## src/design/sst_pkg.sv

```systemverilog
// Shared types, constants and letter mapping functions for the Serbian script transliterator.
package sst_pkg;

   localparam int CP_WIDTH     = 21;
   localparam int DATA_WIDTH   = 24;
   localparam int RESULT_DEPTH = 4;
   localparam int COUNT_WIDTH  = $clog2(RESULT_DEPTH + 1);

   localparam logic [1:0] MODE_CYR   = 2'd0;
   localparam logic [1:0] MODE_LAT   = 2'd1;
   localparam logic [1:0] MODE_ASCII = 2'd2;

   // register word index taken from the byte address
   localparam logic REG_MODE = 1'b0;

   typedef logic [CP_WIDTH-1:0] cp_type;

   typedef struct packed {
      cp_type first;
      cp_type second;
   } pair_type;

   typedef struct packed {
      cp_type first_cp;
      logic   has_second;
      cp_type second_cp;
      logic   digraph;
   } emit_type;

   function automatic logic cap_of(input cp_type c);
      return (c >= 21'd65 && c <= 21'd90) || (c >= 21'd1026 && c <= 21'd1064) ||
             c == 21'd262 || c == 21'd268 || c == 21'd272 || c == 21'd352 ||
             c == 21'd381;
   endfunction

   // Latin lower case a..z to Cyrillic lower case, zero where there is none
   function automatic cp_type lat_lower(input logic [4:0] i);
      case (i)
         5'd0:    return 21'd1072;
         5'd1:    return 21'd1073;
         5'd2:    return 21'd1094;
         5'd3:    return 21'd1076;
         5'd4:    return 21'd1077;
         5'd5:    return 21'd1092;
         5'd6:    return 21'd1075;
         5'd7:    return 21'd1093;
         5'd8:    return 21'd1080;
         5'd9:    return 21'd1112;
         5'd10:   return 21'd1082;
         5'd11:   return 21'd1083;
         5'd12:   return 21'd1084;
         5'd13:   return 21'd1085;
         5'd14:   return 21'd1086;
         5'd15:   return 21'd1087;
         5'd17:   return 21'd1088;
         5'd18:   return 21'd1089;
         5'd19:   return 21'd1090;
         5'd20:   return 21'd1091;
         5'd21:   return 21'd1074;
         5'd25:   return 21'd1079;
         default: return 21'd0;
      endcase
   endfunction

   // Cyrillic lower case from U+0430 up to ASCII lower case
   function automatic logic [6:0] cyr_lower(input logic [4:0] i);
      case (i)
         5'd0:    return 7'd97;
         5'd1:    return 7'd98;
         5'd2:    return 7'd118;
         5'd3:    return 7'd103;
         5'd4:    return 7'd100;
         5'd5:    return 7'd101;
         5'd7:    return 7'd122;
         5'd8:    return 7'd105;
         5'd10:   return 7'd107;
         5'd11:   return 7'd108;
         5'd12:   return 7'd109;
         5'd13:   return 7'd110;
         5'd14:   return 7'd111;
         5'd15:   return 7'd112;
         5'd16:   return 7'd114;
         5'd17:   return 7'd115;
         5'd18:   return 7'd116;
         5'd19:   return 7'd117;
         5'd20:   return 7'd102;
         5'd21:   return 7'd104;
         5'd22:   return 7'd99;
         default: return 7'd0;
      endcase
   endfunction

   function automatic cp_type to_cyr(input cp_type c, input cp_type nx);
      cp_type v;
      cp_type dl;
      cp_type du;
      logic   nx_zh;
      logic   nx_j;
      nx_zh = nx == 21'd381 || nx == 21'd382;
      nx_j  = nx == 21'd106 || nx == 21'd74;
      dl    = c - 21'd97;
      du    = c - 21'd65;
      if (nx_zh && c == 21'd100) return 21'd1119;
      if (nx_zh && c == 21'd68) return 21'd1039;
      if (nx_j) begin
         if (c == 21'd108) return 21'd1113;
         if (c == 21'd110) return 21'd1114;
         if (c == 21'd76) return 21'd1033;
         if (c == 21'd78) return 21'd1034;
      end
      if (c >= 21'd97 && c <= 21'd122) return lat_lower(dl[4:0]);
      if (c >= 21'd65 && c <= 21'd90) begin
         v = lat_lower(du[4:0]);
         if (v == 21'd0) return 21'd0;
         if (v == 21'd1112) return 21'd1032;
         return v - 21'd32;
      end
      case (c)
         21'd269: return 21'd1095;
         21'd273: return 21'd1106;
         21'd353: return 21'd1096;
         21'd263: return 21'd1115;
         21'd382: return 21'd1078;
         21'd268: return 21'd1063;
         21'd272: return 21'd1026;
         21'd352: return 21'd1064;
         21'd262: return 21'd1035;
         21'd381: return 21'd1046;
         default: return 21'd0;
      endcase
   endfunction

   function automatic pair_type to_lat(input cp_type c, input logic up2);
      pair_type r;
      cp_type   dl;
      cp_type   du;
      cp_type   v;
      r  = '0;
      dl = c - 21'd1072;
      du = c - 21'd1040;
      if (c < 21'd1026 || c > 21'd1119) return r;
      if (c == 21'd1078) begin
         r.first = 21'd382;
         return r;
      end
      if (c == 21'd1046) begin
         r.first = 21'd381;
         return r;
      end
      if (c >= 21'd1072 && c <= 21'd1094) begin
         r.first = {14'd0, cyr_lower(dl[4:0])};
         return r;
      end
      if (c >= 21'd1040 && c <= 21'd1062) begin
         v = {14'd0, cyr_lower(du[4:0])};
         r.first = (v != 21'd0) ? v - 21'd32 : 21'd0;
         return r;
      end
      case (c)
         21'd1112: r.first = 21'd106;
         21'd1115: r.first = 21'd263;
         21'd1095: r.first = 21'd269;
         21'd1096: r.first = 21'd353;
         21'd1106: r.first = 21'd273;
         21'd1113: begin
            r.first  = 21'd108;
            r.second = 21'd106;
         end
         21'd1114: begin
            r.first  = 21'd110;
            r.second = 21'd106;
         end
         21'd1119: begin
            r.first  = 21'd100;
            r.second = 21'd382;
         end
         21'd1032: r.first = 21'd74;
         21'd1035: r.first = 21'd262;
         21'd1063: r.first = 21'd268;
         21'd1064: r.first = 21'd352;
         21'd1026: r.first = 21'd272;
         21'd1033: begin
            r.first  = 21'd76;
            r.second = up2 ? 21'd74 : 21'd106;
         end
         21'd1034: begin
            r.first  = 21'd78;
            r.second = up2 ? 21'd74 : 21'd106;
         end
         21'd1039: begin
            r.first  = 21'd68;
            r.second = up2 ? 21'd381 : 21'd382;
         end
         default: r = '0;
      endcase
      return r;
   endfunction

   function automatic pair_type to_ascii(input cp_type c, input logic up2);
      pair_type r;
      r = '0;
      case (c)
         21'd263, 21'd269, 21'd1115, 21'd1095: r.first = 21'd99;
         21'd353, 21'd1096:                    r.first = 21'd115;
         21'd382, 21'd1078:                    r.first = 21'd122;
         21'd273, 21'd1106: begin
            r.first  = 21'd100;
            r.second = 21'd106;
         end
         21'd262, 21'd268, 21'd1035, 21'd1063: r.first = 21'd67;
         21'd352, 21'd1064:                    r.first = 21'd83;
         21'd381, 21'd1046:                    r.first = 21'd90;
         21'd272, 21'd1026: begin
            r.first  = 21'd68;
            r.second = up2 ? 21'd74 : 21'd106;
         end
         21'd1119: begin
            r.first  = 21'd100;
            r.second = up2 ? 21'd90 : 21'd122;
         end
         21'd1039: begin
            r.first  = 21'd68;
            r.second = up2 ? 21'd90 : 21'd122;
         end
         default: r = to_lat(c, up2);
      endcase
      return r;
   endfunction

   // Results for code point c with lookahead nx; unmapped code points pass through
   function automatic emit_type emit(input logic [1:0] mode, input cp_type c,
                                     input cp_type nx, input logic prev_cap);
      emit_type e;
      pair_type p;
      logic     up2;
      up2 = prev_cap || cap_of(nx);
      case (mode)
         MODE_CYR: begin
            p.first  = to_cyr(c, nx);
            p.second = '0;
         end
         MODE_LAT: p = to_lat(c, up2);
         default:  p = to_ascii(c, up2);
      endcase
      e.first_cp   = (p.first != '0) ? p.first : c;
      e.has_second = p.first != '0 && p.second != '0;
      e.second_cp  = p.second;
      e.digraph    = mode == MODE_CYR &&
                     (p.first == 21'd1113 || p.first == 21'd1114 || p.first == 21'd1119 ||
                      p.first == 21'd1033 || p.first == 21'd1034 || p.first == 21'd1039);
      return e;
   endfunction

endpackage

```

## src/design/serbian_script_transliterator.sv

```systemverilog
// Serbian script transliterator: stream in, one code point per beat, with a one-deep lookahead.
//
// Input stream req_*: tdata[20:0] is the code point, tlast marks the end of the text.
// Result stream rsp_*: tdata[20:0] is the output code point, tuser marks the last result
// of one input beat, tlast marks the final result of the text.
// Register mode at byte address 0 (0 Latin to Cyrillic, 1 Cyrillic to Latin, 2 and 3
// Serbian to ASCII Latin); write it only while the block is idle.
// Each code point is held back until the next one arrives so that it can be mapped with
// that lookahead; a beat with nothing held gives no result unless it ends the text.
// A beat goes into the input register and, once the buffer is free, is mapped from there
// into a four-entry result buffer, from which its results are sent.
// A beat gives zero to four results; the buffer sends one per cycle while rsp_tready is high.
// The buffer takes the next beat's results in the cycle its last one leaves.
// When rsp_tready is low the buffer and then the input register hold and req_tready
// falls. Reset empties both, drops the held code point and sets mode to 0.
module serbian_script_transliterator
   import sst_pkg::*;
(
   input  logic                  clock,
   input  logic                  reset,
   input  logic                  req_tvalid,
   output logic                  req_tready,
   input  logic [DATA_WIDTH-1:0] req_tdata,   // [20:0] code_point, [23:21] zero
   input  logic                  req_tlast,   // text_last
   output logic                  rsp_tvalid,
   input  logic                  rsp_tready,
   output logic [DATA_WIDTH-1:0] rsp_tdata,   // [20:0] out_code_point, [23:21] zero
   output logic                  rsp_tlast,   // text_end
   output logic                  rsp_tuser,   // run_last
   input  logic                  csr_psel,
   input  logic                  csr_penable,
   input  logic                  csr_pwrite,
   input  logic [2:0]            csr_paddr,
   input  logic [31:0]           csr_pwdata,
   output logic [31:0]           csr_prdata,
   output logic                  csr_pready
);

   logic [1:0]             mode_ff, mode_in;
   logic                   in_valid_ff, in_valid_in;
   cp_type                 in_cp_ff;
   logic                   in_last_ff;
   cp_type                 held_cp_ff, held_cp_in;
   logic                   held_valid_ff, held_valid_in;
   logic                   prev_cap_ff, prev_cap_in;
   cp_type                 buf_ff [RESULT_DEPTH];
   cp_type                 buf_in [RESULT_DEPTH];
   logic [COUNT_WIDTH-1:0] rem_ff, rem_in;
   logic                   end_ff, end_in;

   logic                   accept, buf_free, load, pop, csr_write;
   emit_type               e1, e2;
   logic                   prev_cap2, consumed, tail;
   logic [COUNT_WIDTH-1:0] n1, n2;
   cp_type                 slot [RESULT_DEPTH];

   assign csr_pready = 1'b1;
   assign csr_prdata = {30'd0, mode_ff};
   assign csr_write  = csr_psel && csr_penable && csr_pwrite && csr_pready &&
                       csr_paddr[2] == REG_MODE;
   assign mode_in    = csr_write ? csr_pwdata[1:0] : mode_ff;

   assign buf_free   = rem_ff == '0 || (rem_ff == COUNT_WIDTH'(1) && rsp_tready);
   assign load       = in_valid_ff && buf_free;
   assign req_tready = !in_valid_ff || load;
   assign accept     = req_tvalid && req_tready;
   assign pop        = rsp_tvalid && rsp_tready;

   assign rsp_tvalid = rem_ff != '0;
   assign rsp_tdata  = {3'd0, buf_ff[0]};
   assign rsp_tuser  = rem_ff == COUNT_WIDTH'(1);
   assign rsp_tlast  = rem_ff == COUNT_WIDTH'(1) && end_ff;

   // held code point against the new one, then the new one alone if it ends the text
   always_comb begin
      e1        = emit(mode_ff, held_cp_ff, in_cp_ff, prev_cap_ff);
      prev_cap2 = held_valid_ff ? cap_of(held_cp_ff) : prev_cap_ff;
      e2        = emit(mode_ff, in_cp_ff, '0, prev_cap2);
      consumed  = held_valid_ff && e1.digraph;
      tail      = in_last_ff && !consumed;
      n1        = held_valid_ff ? (e1.has_second ? COUNT_WIDTH'(2) : COUNT_WIDTH'(1)) : '0;
      n2        = tail ? (e2.has_second ? COUNT_WIDTH'(2) : COUNT_WIDTH'(1)) : '0;
   end

   always_comb begin
      for (int i = 0; i < RESULT_DEPTH; i++) slot[i] = '0;
      slot[0] = e1.first_cp;
      slot[1] = e1.second_cp;
      case (n1)
         COUNT_WIDTH'(0): begin
            slot[0] = e2.first_cp;
            slot[1] = e2.second_cp;
         end
         COUNT_WIDTH'(1): begin
            slot[1] = e2.first_cp;
            slot[2] = e2.second_cp;
         end
         default: begin
            slot[2] = e2.first_cp;
            slot[3] = e2.second_cp;
         end
      endcase
   end

   always_comb begin
      in_valid_in   = accept || (in_valid_ff && !load);
      held_cp_in    = held_cp_ff;
      held_valid_in = held_valid_ff;
      prev_cap_in   = prev_cap_ff;
      rem_in        = rem_ff;
      end_in        = end_ff;
      buf_in        = buf_ff;
      // advance the buffer only when a beat leaves
      if (pop) begin
         rem_in = rem_ff - COUNT_WIDTH'(1);
         for (int i = 0; i < RESULT_DEPTH - 1; i++) buf_in[i] = buf_ff[i + 1];
      end
      if (load) begin
         buf_in = slot;
         rem_in = n1 + n2;
         end_in = in_last_ff;
         if (in_last_ff) begin
            held_valid_in = 1'b0;
            prev_cap_in   = 1'b0;
         end else if (consumed) begin
            held_valid_in = 1'b0;
            prev_cap_in   = cap_of(held_cp_ff);
         end else begin
            held_cp_in    = in_cp_ff;
            held_valid_in = 1'b1;
            prev_cap_in   = prev_cap2;
         end
      end
   end

   always_ff @(posedge clock) begin
      if (reset) begin
         mode_ff       <= MODE_CYR;
         in_valid_ff   <= 1'b0;
         held_valid_ff <= 1'b0;
         prev_cap_ff   <= 1'b0;
         rem_ff        <= '0;
      end else begin
         mode_ff       <= mode_in;
         in_valid_ff   <= in_valid_in;
         held_valid_ff <= held_valid_in;
         prev_cap_ff   <= prev_cap_in;
         rem_ff        <= rem_in;
      end
   end

   // payload: no reset
   always_ff @(posedge clock) begin
      if (accept) begin
         in_cp_ff   <= req_tdata[CP_WIDTH-1:0];
         in_last_ff <= req_tlast;
      end
      held_cp_ff <= held_cp_in;
      end_ff     <= end_in;
      buf_ff     <= buf_in;
   end

endmodule

```

## config.mk

```make
export PLATFORM = sky130hd
export DESIGN_NAME = serbian_script_transliterator
export DESIGN_NICKNAME = d
export VERILOG_FILES = /design/src/design/sst_pkg.sv /design/src/design/serbian_script_transliterator.sv
export SDC_FILE = /design/constraint.sdc
export NUM_CORES = 1
export LEC_CHECK = 0
export BUFFER_PORTS_ARGS = -buffer_cell sky130_fd_sc_hd__buf_2
export CAP_MARGIN = 20
export CORE_ASPECT_RATIO = 1.75
export CORE_MARGIN = 2
export CORE_UTILIZATION = 35
export CTS_CLUSTER_DIAMETER = 200
export DETAILED_ROUTE_END_ITERATION = 10
export PLACE_DENSITY = 0.49
export SLEW_MARGIN = 40
export SYNTH_ARGS = -nofsm -noshare
export SYNTH_HDL_FRONTEND = slang
export SYNTH_MEMORY_MAX_BITS = 65536
export SYNTH_SLANG_ARGS = --single-unit
```

## constraint.sdc

```tcl
create_clock -name clock -period 8.01 [get_ports clock]
set_clock_uncertainty 0.2 [all_clocks]
set_input_delay 2.0025 -clock clock [delete_from_list [all_inputs] [get_ports clock]]
set_output_delay 2.0025 -clock clock [all_outputs]
set_load 0.02 [all_outputs]
```

* Yosys cells after proc, flatten, opt, wreduce, memory -nomap -nowiden
Memories as Yosys holds them, arrays and structs flattened.
Index checks and enable logic that the tools add are counted.
** Word-level totals
- Logic and storage cells :: 573
- ROM bits :: 2816
- Bits in registers :: 136
- Memories kept :: 12
** Memories
- (name not given) :: words 32, bits a word 8, read ports 1, clocked after memory_dff 0, wr ports 0, line sst_pkg.sv:38 : case (i)
- (name not given) :: words 32, bits a word 8, read ports 1, clocked after memory_dff 0, wr ports 0, line sst_pkg.sv:38
- (name not given) :: words 32, bits a word 8, read ports 1, clocked after memory_dff 0, wr ports 0, line sst_pkg.sv:38
- (name not given) :: words 32, bits a word 8, read ports 1, clocked after memory_dff 0, wr ports 0, line sst_pkg.sv:38
- (name not given) :: words 32, bits a word 7, read ports 1, clocked after memory_dff 0, wr ports 0, line sst_pkg.sv:67 : case (i)
- (name not given) :: words 32, bits a word 7, read ports 1, clocked after memory_dff 0, wr ports 0, line sst_pkg.sv:67
- 6 more memories
** Cells by class
- Add/sub/neg operators :: 16
- Eq/ne operators :: 75
- Mux-type cells :: 328
- Reductions and logical operators :: 102
- $lt $le $gt $ge :: 24
- Bitwise gates (word level) :: 3
** Operator list (number)
- 2-to-1 mux 42 bit :: 50
- 2-to-1 mux 21 bit :: 64
- == test 21 x 11 -> 1 bit, second input constant :: 44
- == test 21 x 9 -> 1 bit, second input constant :: 20
- case mux 21 bit (8 select lines) :: 2
- case mux 9 bit (16 select lines) :: 2
- case mux 9 bit (14 select lines) :: 2
- case mux 11 bit (10 select lines) :: 2
- 2-to-1 mux 7 bit :: 26
- == test 21 x 7 -> 1 bit, second input constant :: 8
- case mux 21 bit (4 select lines) :: 2
- case mux 42 bit (2 select lines) :: 2
- 2-to-1 mux 1 bit :: 156
- greater-or-equal comparator 21 x 11 -> 1 bit, second input constant :: 6
- less-or-equal comparator 21 x 11 -> 1 bit, second input constant :: 6
- greater-or-equal comparator 21 x 7 -> 1 bit, second input constant :: 4
- less-or-equal comparator 21 x 7 -> 1 bit, second input constant :: 4
- 2-to-1 mux 84 bit :: 1
- case mux 21 bit (2 select lines) :: 2
- nonzero test 21 bit :: 4
- case mux 9 bit (4 select lines) :: 2
- 2-to-1 mux 63 bit :: 1
- OR reduction 22 bit :: 2
- > comparator 21 x 11 -> 1 bit, second input constant :: 2
- other kinds (28) :: 134

* Depth between registers and ports, before layout
- Word-level depth :: 74
- Gate-level depth with buffers :: 24
- Gate-level depth less buffers :: 22

* Worst setup path after synthesis
Ideal clock, no wire load.
- Kind :: register -> register
- Start point :: register held_cp_ff[2]
- End point :: register held_cp_ff[0], enable pin
- Data arrival time :: 5217 ps
- Path buffers :: 2
- Clock period less this slack :: 5842 ps
- Setup slack :: 2168 ps
- Data required time :: 7385 ps
- Cell stages (with the launch flop) :: 19
- Cell sequence :: edfxtp_1 -> clkbuf_1 -> clkbuf_1 -> clkinv_1 -> ha_1 -> a21boi_1 -> xnor2_1 -> o21ai_0 -> a21oi_1 -> nand2_1 -> ha_1 -> ha_1 -> nor3_1 -> o41ai_1 -> o21ai_0 -> nor2_1 -> or4_4 -> nor4_4 -> nor3_1
** Between the ends
- Cells in the longest elaborated chain, start to end :: 50
** Ends and longest elaborated chain
- from (decl) :: line serbian_script_transliterator.sv:43 : cp_type held_cp_ff, held_cp_in;
- from (signal assigned) :: line serbian_script_transliterator.sv:158 : held_cp_ff <= held_cp_in;
- == test 21 x 7 -> 1 bit :: line sst_pkg.sv:104 : if (nx_zh && c == 21'd68) return 21'd1039;
- logical AND 1 bit :: line sst_pkg.sv:104
- 2-to-1 mux 21 bit (2 in a row) :: line sst_pkg.sv:104
- 2-to-1 mux 21 bit :: line sst_pkg.sv:237 : case (mode)
- 2-to-1 mux 21 bit :: line sst_pkg.sv:106 : if (c == 21'd108) return 21'd1113;
- 2-to-1 mux 21 bit (2 in a row) :: line sst_pkg.sv:105 : if (nx_j) begin
- 2-to-1 mux 21 bit :: line sst_pkg.sv:104
- 2-to-1 mux 21 bit :: line sst_pkg.sv:237
- [... 30 more ...]
- == test 21 x 11 -> 1 bit :: line sst_pkg.sv:249 : (p.first == 21'd1113 || p.first == 21'd1114 || p.first == 21'd1119 ||
- logical OR 1 bit (3 in a row) :: line sst_pkg.sv:249
- logical OR 1 bit :: line sst_pkg.sv:250 : p.first == 21'd1033 || p.first == 21'd1034 || p.first == 21'd1039);
- logical OR 1 bit * :: line sst_pkg.sv:250
- logical AND 1 bit * :: line sst_pkg.sv:248 : e.digraph = mode == MODE_CYR &&
- logical AND 1 bit * :: line serbian_script_transliterator.sv:79 : consumed = held_valid_ff && e1.digraph;
- NOT 1 bit (no line) *
- AND reduction 3 bit (no line) *
Mark *: on every way between the ends. The rest lies on a longest branch, timed or not. The select of a mux whose other input is x is not followed.
A chain may end at the register's enable or synchronous reset.

* Worst setup path after layout
- Start point :: register held_cp_ff[1]
- End point :: register rem_ff[1]
** Between the ends
- Cells in the longest elaborated chain, start to end :: 53
** Ends and longest elaborated chain
- == test 21 x 7 -> 1 bit :: line sst_pkg.sv:104
- logical AND 1 bit :: line sst_pkg.sv:104
- 2-to-1 mux 21 bit (2 in a row) :: line sst_pkg.sv:104
- 2-to-1 mux 21 bit :: line sst_pkg.sv:237
- 2-to-1 mux 21 bit :: line sst_pkg.sv:106
- 2-to-1 mux 21 bit (2 in a row) :: line sst_pkg.sv:105
- 2-to-1 mux 21 bit :: line sst_pkg.sv:104
- 2-to-1 mux 21 bit :: line sst_pkg.sv:237
- [... 34 more ...]
- logical OR 1 bit (2 in a row) :: line sst_pkg.sv:250
- logical AND 1 bit :: line sst_pkg.sv:248
- logical AND 1 bit :: line serbian_script_transliterator.sv:79
- zero test 1 bit :: line serbian_script_transliterator.sv:80 : tail = in_last_ff && !consumed;
- logical AND 1 bit :: line serbian_script_transliterator.sv:80
- 2-to-1 mux 2 bit :: line serbian_script_transliterator.sv:82 : n2 = tail ? (e2.has_second ? COUNT_WIDTH'(2) : COUNT_WIDTH'(1)) : '0;
- adder 2 x 2 -> 3 bit * :: line serbian_script_transliterator.sv:120 : rem_in = n1 + n2;
- 2-to-1 mux 3 bit * :: line serbian_script_transliterator.sv:118 : if (load) begin
- to (signal assigned) :: line serbian_script_transliterator.sv:148 : rem_ff <= rem_in;
- to (decl) :: line serbian_script_transliterator.sv:48 : logic [COUNT_WIDTH-1:0] rem_ff, rem_in;
Marks and branches as above.

==> flow_summary.ini <==
[status]
run_status = finished clean

[detailed_routing]
dr.first_iter.drc_count = 1141
wire_per_inst_um = 30.74
routed_via_density = 6.578
wl_um = 63630
final_antenna_net_count = 0
drt_drc_violations_left = 0
vias = 13617
number_of_detailed_routing_iterations_run_before_antenna_repair = 8

[sta]
setup_total_negative_slack_ns = 0
period_needed_ns = 6.532
timing_hold_violations_final = 0
rsz0062_at_grt = no
max_slew.worst_pin.slew_ns = 0.9541
worst_slew_margin_relative_to_its_limit_pct = 36.23
setup_violations = 0
final_critical_path_setup_slack_ns = 1.478
drv_slew = 0
fmax_ghz = 0.1531
finalCritPeriodShare_pct = 81.54

[power_and_ir_drop]
switching_power_mw = 1.374
internal_power_mw = 1.804
power.density_nw_per_um2 = 230.2
part_of_the_power_in_combinational_logic_pct = 39.8
power.share.clock_pct = 25.3
vdd.ir_drop.worst_v = 0.0001540
power.sequential.fraction_pct = 34.9
cellLeakagePower_nw = 4.813
switching_share_pct = 43.24

[worst_setup_path]
cp_common_cell = sky130_fd_sc_hd__ha_1
cp_data_required_time_ns = 8.11
crit_slowest_cell = sky130_fd_sc_hd__edfxtp_1
critPathTopFamily = compound AO/OA/AOI/OAI gates
path_max_fanout = 7
arrival_ns = 6.63
critical_path_s_largest_stage_delay_ns = 0.57
crit_buf_inv = 1
worst-setup-path-type = reg2reg
r2r_start = held_cp_ff[1]
cp_cell_sequence = inv_1 > ha_1 > a21boi_1 > xnor2_1 > o21ai_0 > a21oi_1 > nand2_1 > ha_1 > ha_1 > nor3_1 > o41ai_1 > o21ai_0 > nor2_1 > or4_4 > nor4_4 > and3b_1 > ha_1 > fa_1 > a211oi_1 > a211oi_1
critical_path.startpoint_type = flip-flop
startpoint = held_cp_ff[1]
cp-end-kind = flip-flop

[cells_and_area]
fillerInstances = 3697
area.sequential_um2 = 3553
layout_commonest_cell = sky130_fd_sc_hd__nand2_1
final_layout_size_suffix_gt1_share_pct = 13.52
layout-area-overhead-vs-synth_pct = 10.59
multi_input_comb_area_um2 = 8228
num_antenna_cells = 0
layout_common_cells = sky130_fd_sc_hd__nand2_1, sky130_fd_sc_hd__nor2_1, sky130_fd_sc_hd__edfxtp_1, sky130_fd_sc_hd__a21oi_1, sky130_fd_sc_hd__nor3_1
nets = 1692

[floorplanning]
effective_utilization_at_floorplan_pct = 35.47
rows = 91
die_h_um = 253.8
io_pins = 128
fp.dieArea_um2 = 37240
die_w_um = 146.7
core_area_um2 = 35180

[synthesis]
number_of_distinct_library_cells_after_synthesis = 92
netlist_area_um2 = 12480
dominantRegCellSynth = sky130_fd_sc_hd__edfxtp_1
synth.ff_latch_count = 121
synth-edff-count = 113
async_set_or_reset_flop_fraction_in_the_synthesized_netlist_pct = 0
ys_seq_area_share_pct = 28.47
post_synth_inst_count = 1590
yosys_warnings = 0
avg_synthesized_cell_area_um2 = 7.850

[placed_design]
placement.io_buffers = 58
finalWeightedCongestion = 1.065
place_ws_ns = 1.517
post-dp-hpwl_um = 49520

[cts]
cts_sinks = 121
cts_tree = built
clockBufferDepth = 2
clkLatencyLatePin_ns = 0.44
worst_setup_hold_path_clk_slew_ns = 0.07
ctsRootBufferMaster = sky130_fd_sc_hd__clkbuf_16
clock_tree.htree_level_count = 4
postCtsResizedCells = 0
postCtsSetupRepairBufs = 0
cts_inserted_buffers = 17
cts.hold.buffers_added = 0

[global_routing]
antenna_found_initial = 1
first_global_vias = 13597
grt_first_pass_wirelength_um = 91510
grt_util_all_layers_pct = 33.83
grt_overflow_total = 0
largest_net_degree_at_the_start_of_global_routing = 72

[worst_hold_path]
hp-class = reg2reg
holdCritStartpoint = rem_ff[0]

[job]
maxCapViolations = 0
==> cell usage after synthesis, types with 10 or more instances <==
library cell	number	area [um^2]
sky130_fd_sc_hd__and2_1	13	81.33
sky130_fd_sc_hd__or2_2	20	125.1
sky130_fd_sc_hd__nand2_1	166	623.1
sky130_fd_sc_hd__ha_1	32	400.4
sky130_fd_sc_hd__o32ai_1	18	157.7
sky130_fd_sc_hd__nand2b_1	20	125.1
sky130_fd_sc_hd__buf_1	11	41.29
sky130_fd_sc_hd__nor2_1	153	574.3
sky130_fd_sc_hd__nor3b_1	10	75.07
sky130_fd_sc_hd__nor2b_1	30	187.7
sky130_fd_sc_hd__clkbuf_1	84	315.3
sky130_fd_sc_hd__a21oi_1	79	395.4
sky130_fd_sc_hd__a2111oi_0	12	105.1
sky130_fd_sc_hd__edfxtp_1	113	3393
sky130_fd_sc_hd__a21o_1	16	120.1
sky130_fd_sc_hd__or4_1	10	75.07
sky130_fd_sc_hd__nand4_1	32	200.2
sky130_fd_sc_hd__buf_2	10	50.05
sky130_fd_sc_hd__o211ai_1	20	150.1
sky130_fd_sc_hd__buf_4	55	412.9
sky130_fd_sc_hd__a211o_1	14	122.6
sky130_fd_sc_hd__or3_1	22	137.6
sky130_fd_sc_hd__o31ai_1	18	135.1
sky130_fd_sc_hd__nor3_1	72	360.4
sky130_fd_sc_hd__inv_1	34	127.6
sky130_fd_sc_hd__o22ai_1	23	143.9
sky130_fd_sc_hd__a211oi_1	55	412.9
sky130_fd_sc_hd__a31oi_1	22	137.6
sky130_fd_sc_hd__mux2i_1	15	150.1
sky130_fd_sc_hd__xnor2_1	14	122.6
sky130_fd_sc_hd__nor4_1	43	269.0
sky130_fd_sc_hd__o21ai_0	65	325.3
sky130_fd_sc_hd__nor4b_1	10	87.58
sky130_fd_sc_hd__nand3_1	60	300.3
sky130_fd_sc_hd__and3_1	22	137.6
==> logic make-up after synthesis <==
| logic type | count (synthesis) | share of synthesized area [%] |
|---|---|---|
| AOI/OAI and AO/OA | 462 | 26.12 |
| xor gates and xnor gates | 18 | 1.263 |
| adders and majority gates | 35 | 3.529 |
| buffers and inverters | 198 | 7.769 |
| DFF | 121 | 28.47 |
| muxes | 20 | 1.654 |
| other | 2 | 0.06017 |
| and+or+nand+nor | 734 | 31.14 |
==> final timing paths <==
path	depth (start not counted)	slack (ns)	to
setup reg to reg	20	1.48	rem_ff[1]
setup / recovery	20	1.48	rem_ff[1]
hold reg to reg	2	0.31	rem_ff[0]
hold / removal	2	0.31	rem_ff[0]
==> registers in the layout, indices dropped and copies added (netlist names) <==
| signal | flops |
|---|---|
| held_valid_ff | 1 |
| held_cp_ff | 21 |
| end_ff | 1 |
| rem_ff | 3 |
| mode_ff | 2 |
| buf_ff | 48 |
| prev_cap_ff | 1 |
| in_cp_ff | 21 |
| in_valid_ff | 1 |
| rsp_tdata | 21 |
| in_last_ff | 1 |
==> worst register-to-register path: cells and delay by family (launching register included) <==
family / cells / cell delay (ns)
AO/OA/AOI/OAI: 7 / 1.74
adder cells (fa/ha/maj): 5 / 1.68
AND/OR/NAND/NOR: 6 / 1.57
flip-flops: 1 / 0.57
XOR/XNOR: 1 / 0.37
buffers and inverters: 1 / 0.28
==> layer usage <==
metal	routed length, um	vias to the layer above	global-route usage [%]	share of wire [%]
li1	-	6064	-	-
met1	20430	6571	32.73	32
met2	33900	712	63.81	53
met3	3005	270	3.483	4.7
met4	6303	0	28.40	9.9
met5	0	-	0	0
==> metrics by stage <==
stage | util [%] | power, mW | instances | instance area [um^2] | hold slack, ns
2_1_floorplan | - | 1.990 | 1622 | 12600 | 0.2384
3_3_place_gp | 37.14 | 2.361 | 2037 | 13070 | 0.2788
3_5_place_dp | 37.33 | 2.371 | 2037 | 13130 | 0.2982
4_1_cts | 39.04 | 3.179 | 2069 | 13740 | 0.3083
5_1_grt | 39.23 | 3.343 | 2070 | 13800 | 0.3272
6_report | 39.23 | 3.177 | 2070 | 13800 | 0.3124
==> cell type report <==
type,count,area share [%]
multi-input cells,1303,59.61
clock inverters,15,1.287
inverters,37,1.006
flip-flops and latches,121,25.75
clock buffers,17,3.082
well taps,465,4.215
repair buffers,112,5.049
==> power groups by stage <==
stage	Sequential (mW)	Combinational, mW	Clock (mW)
3_3_place_gp	1.12	1.24	0
4_1_cts	1.11	1.25	0.815
2_1_floorplan	1.07	0.923	0
6_report	1.11	1.26	0.803
3_5_place_dp	1.12	1.25	0
5_1_grt	1.13	1.38	0.834
No activity file was read; power rests on OpenSTA's default activity.
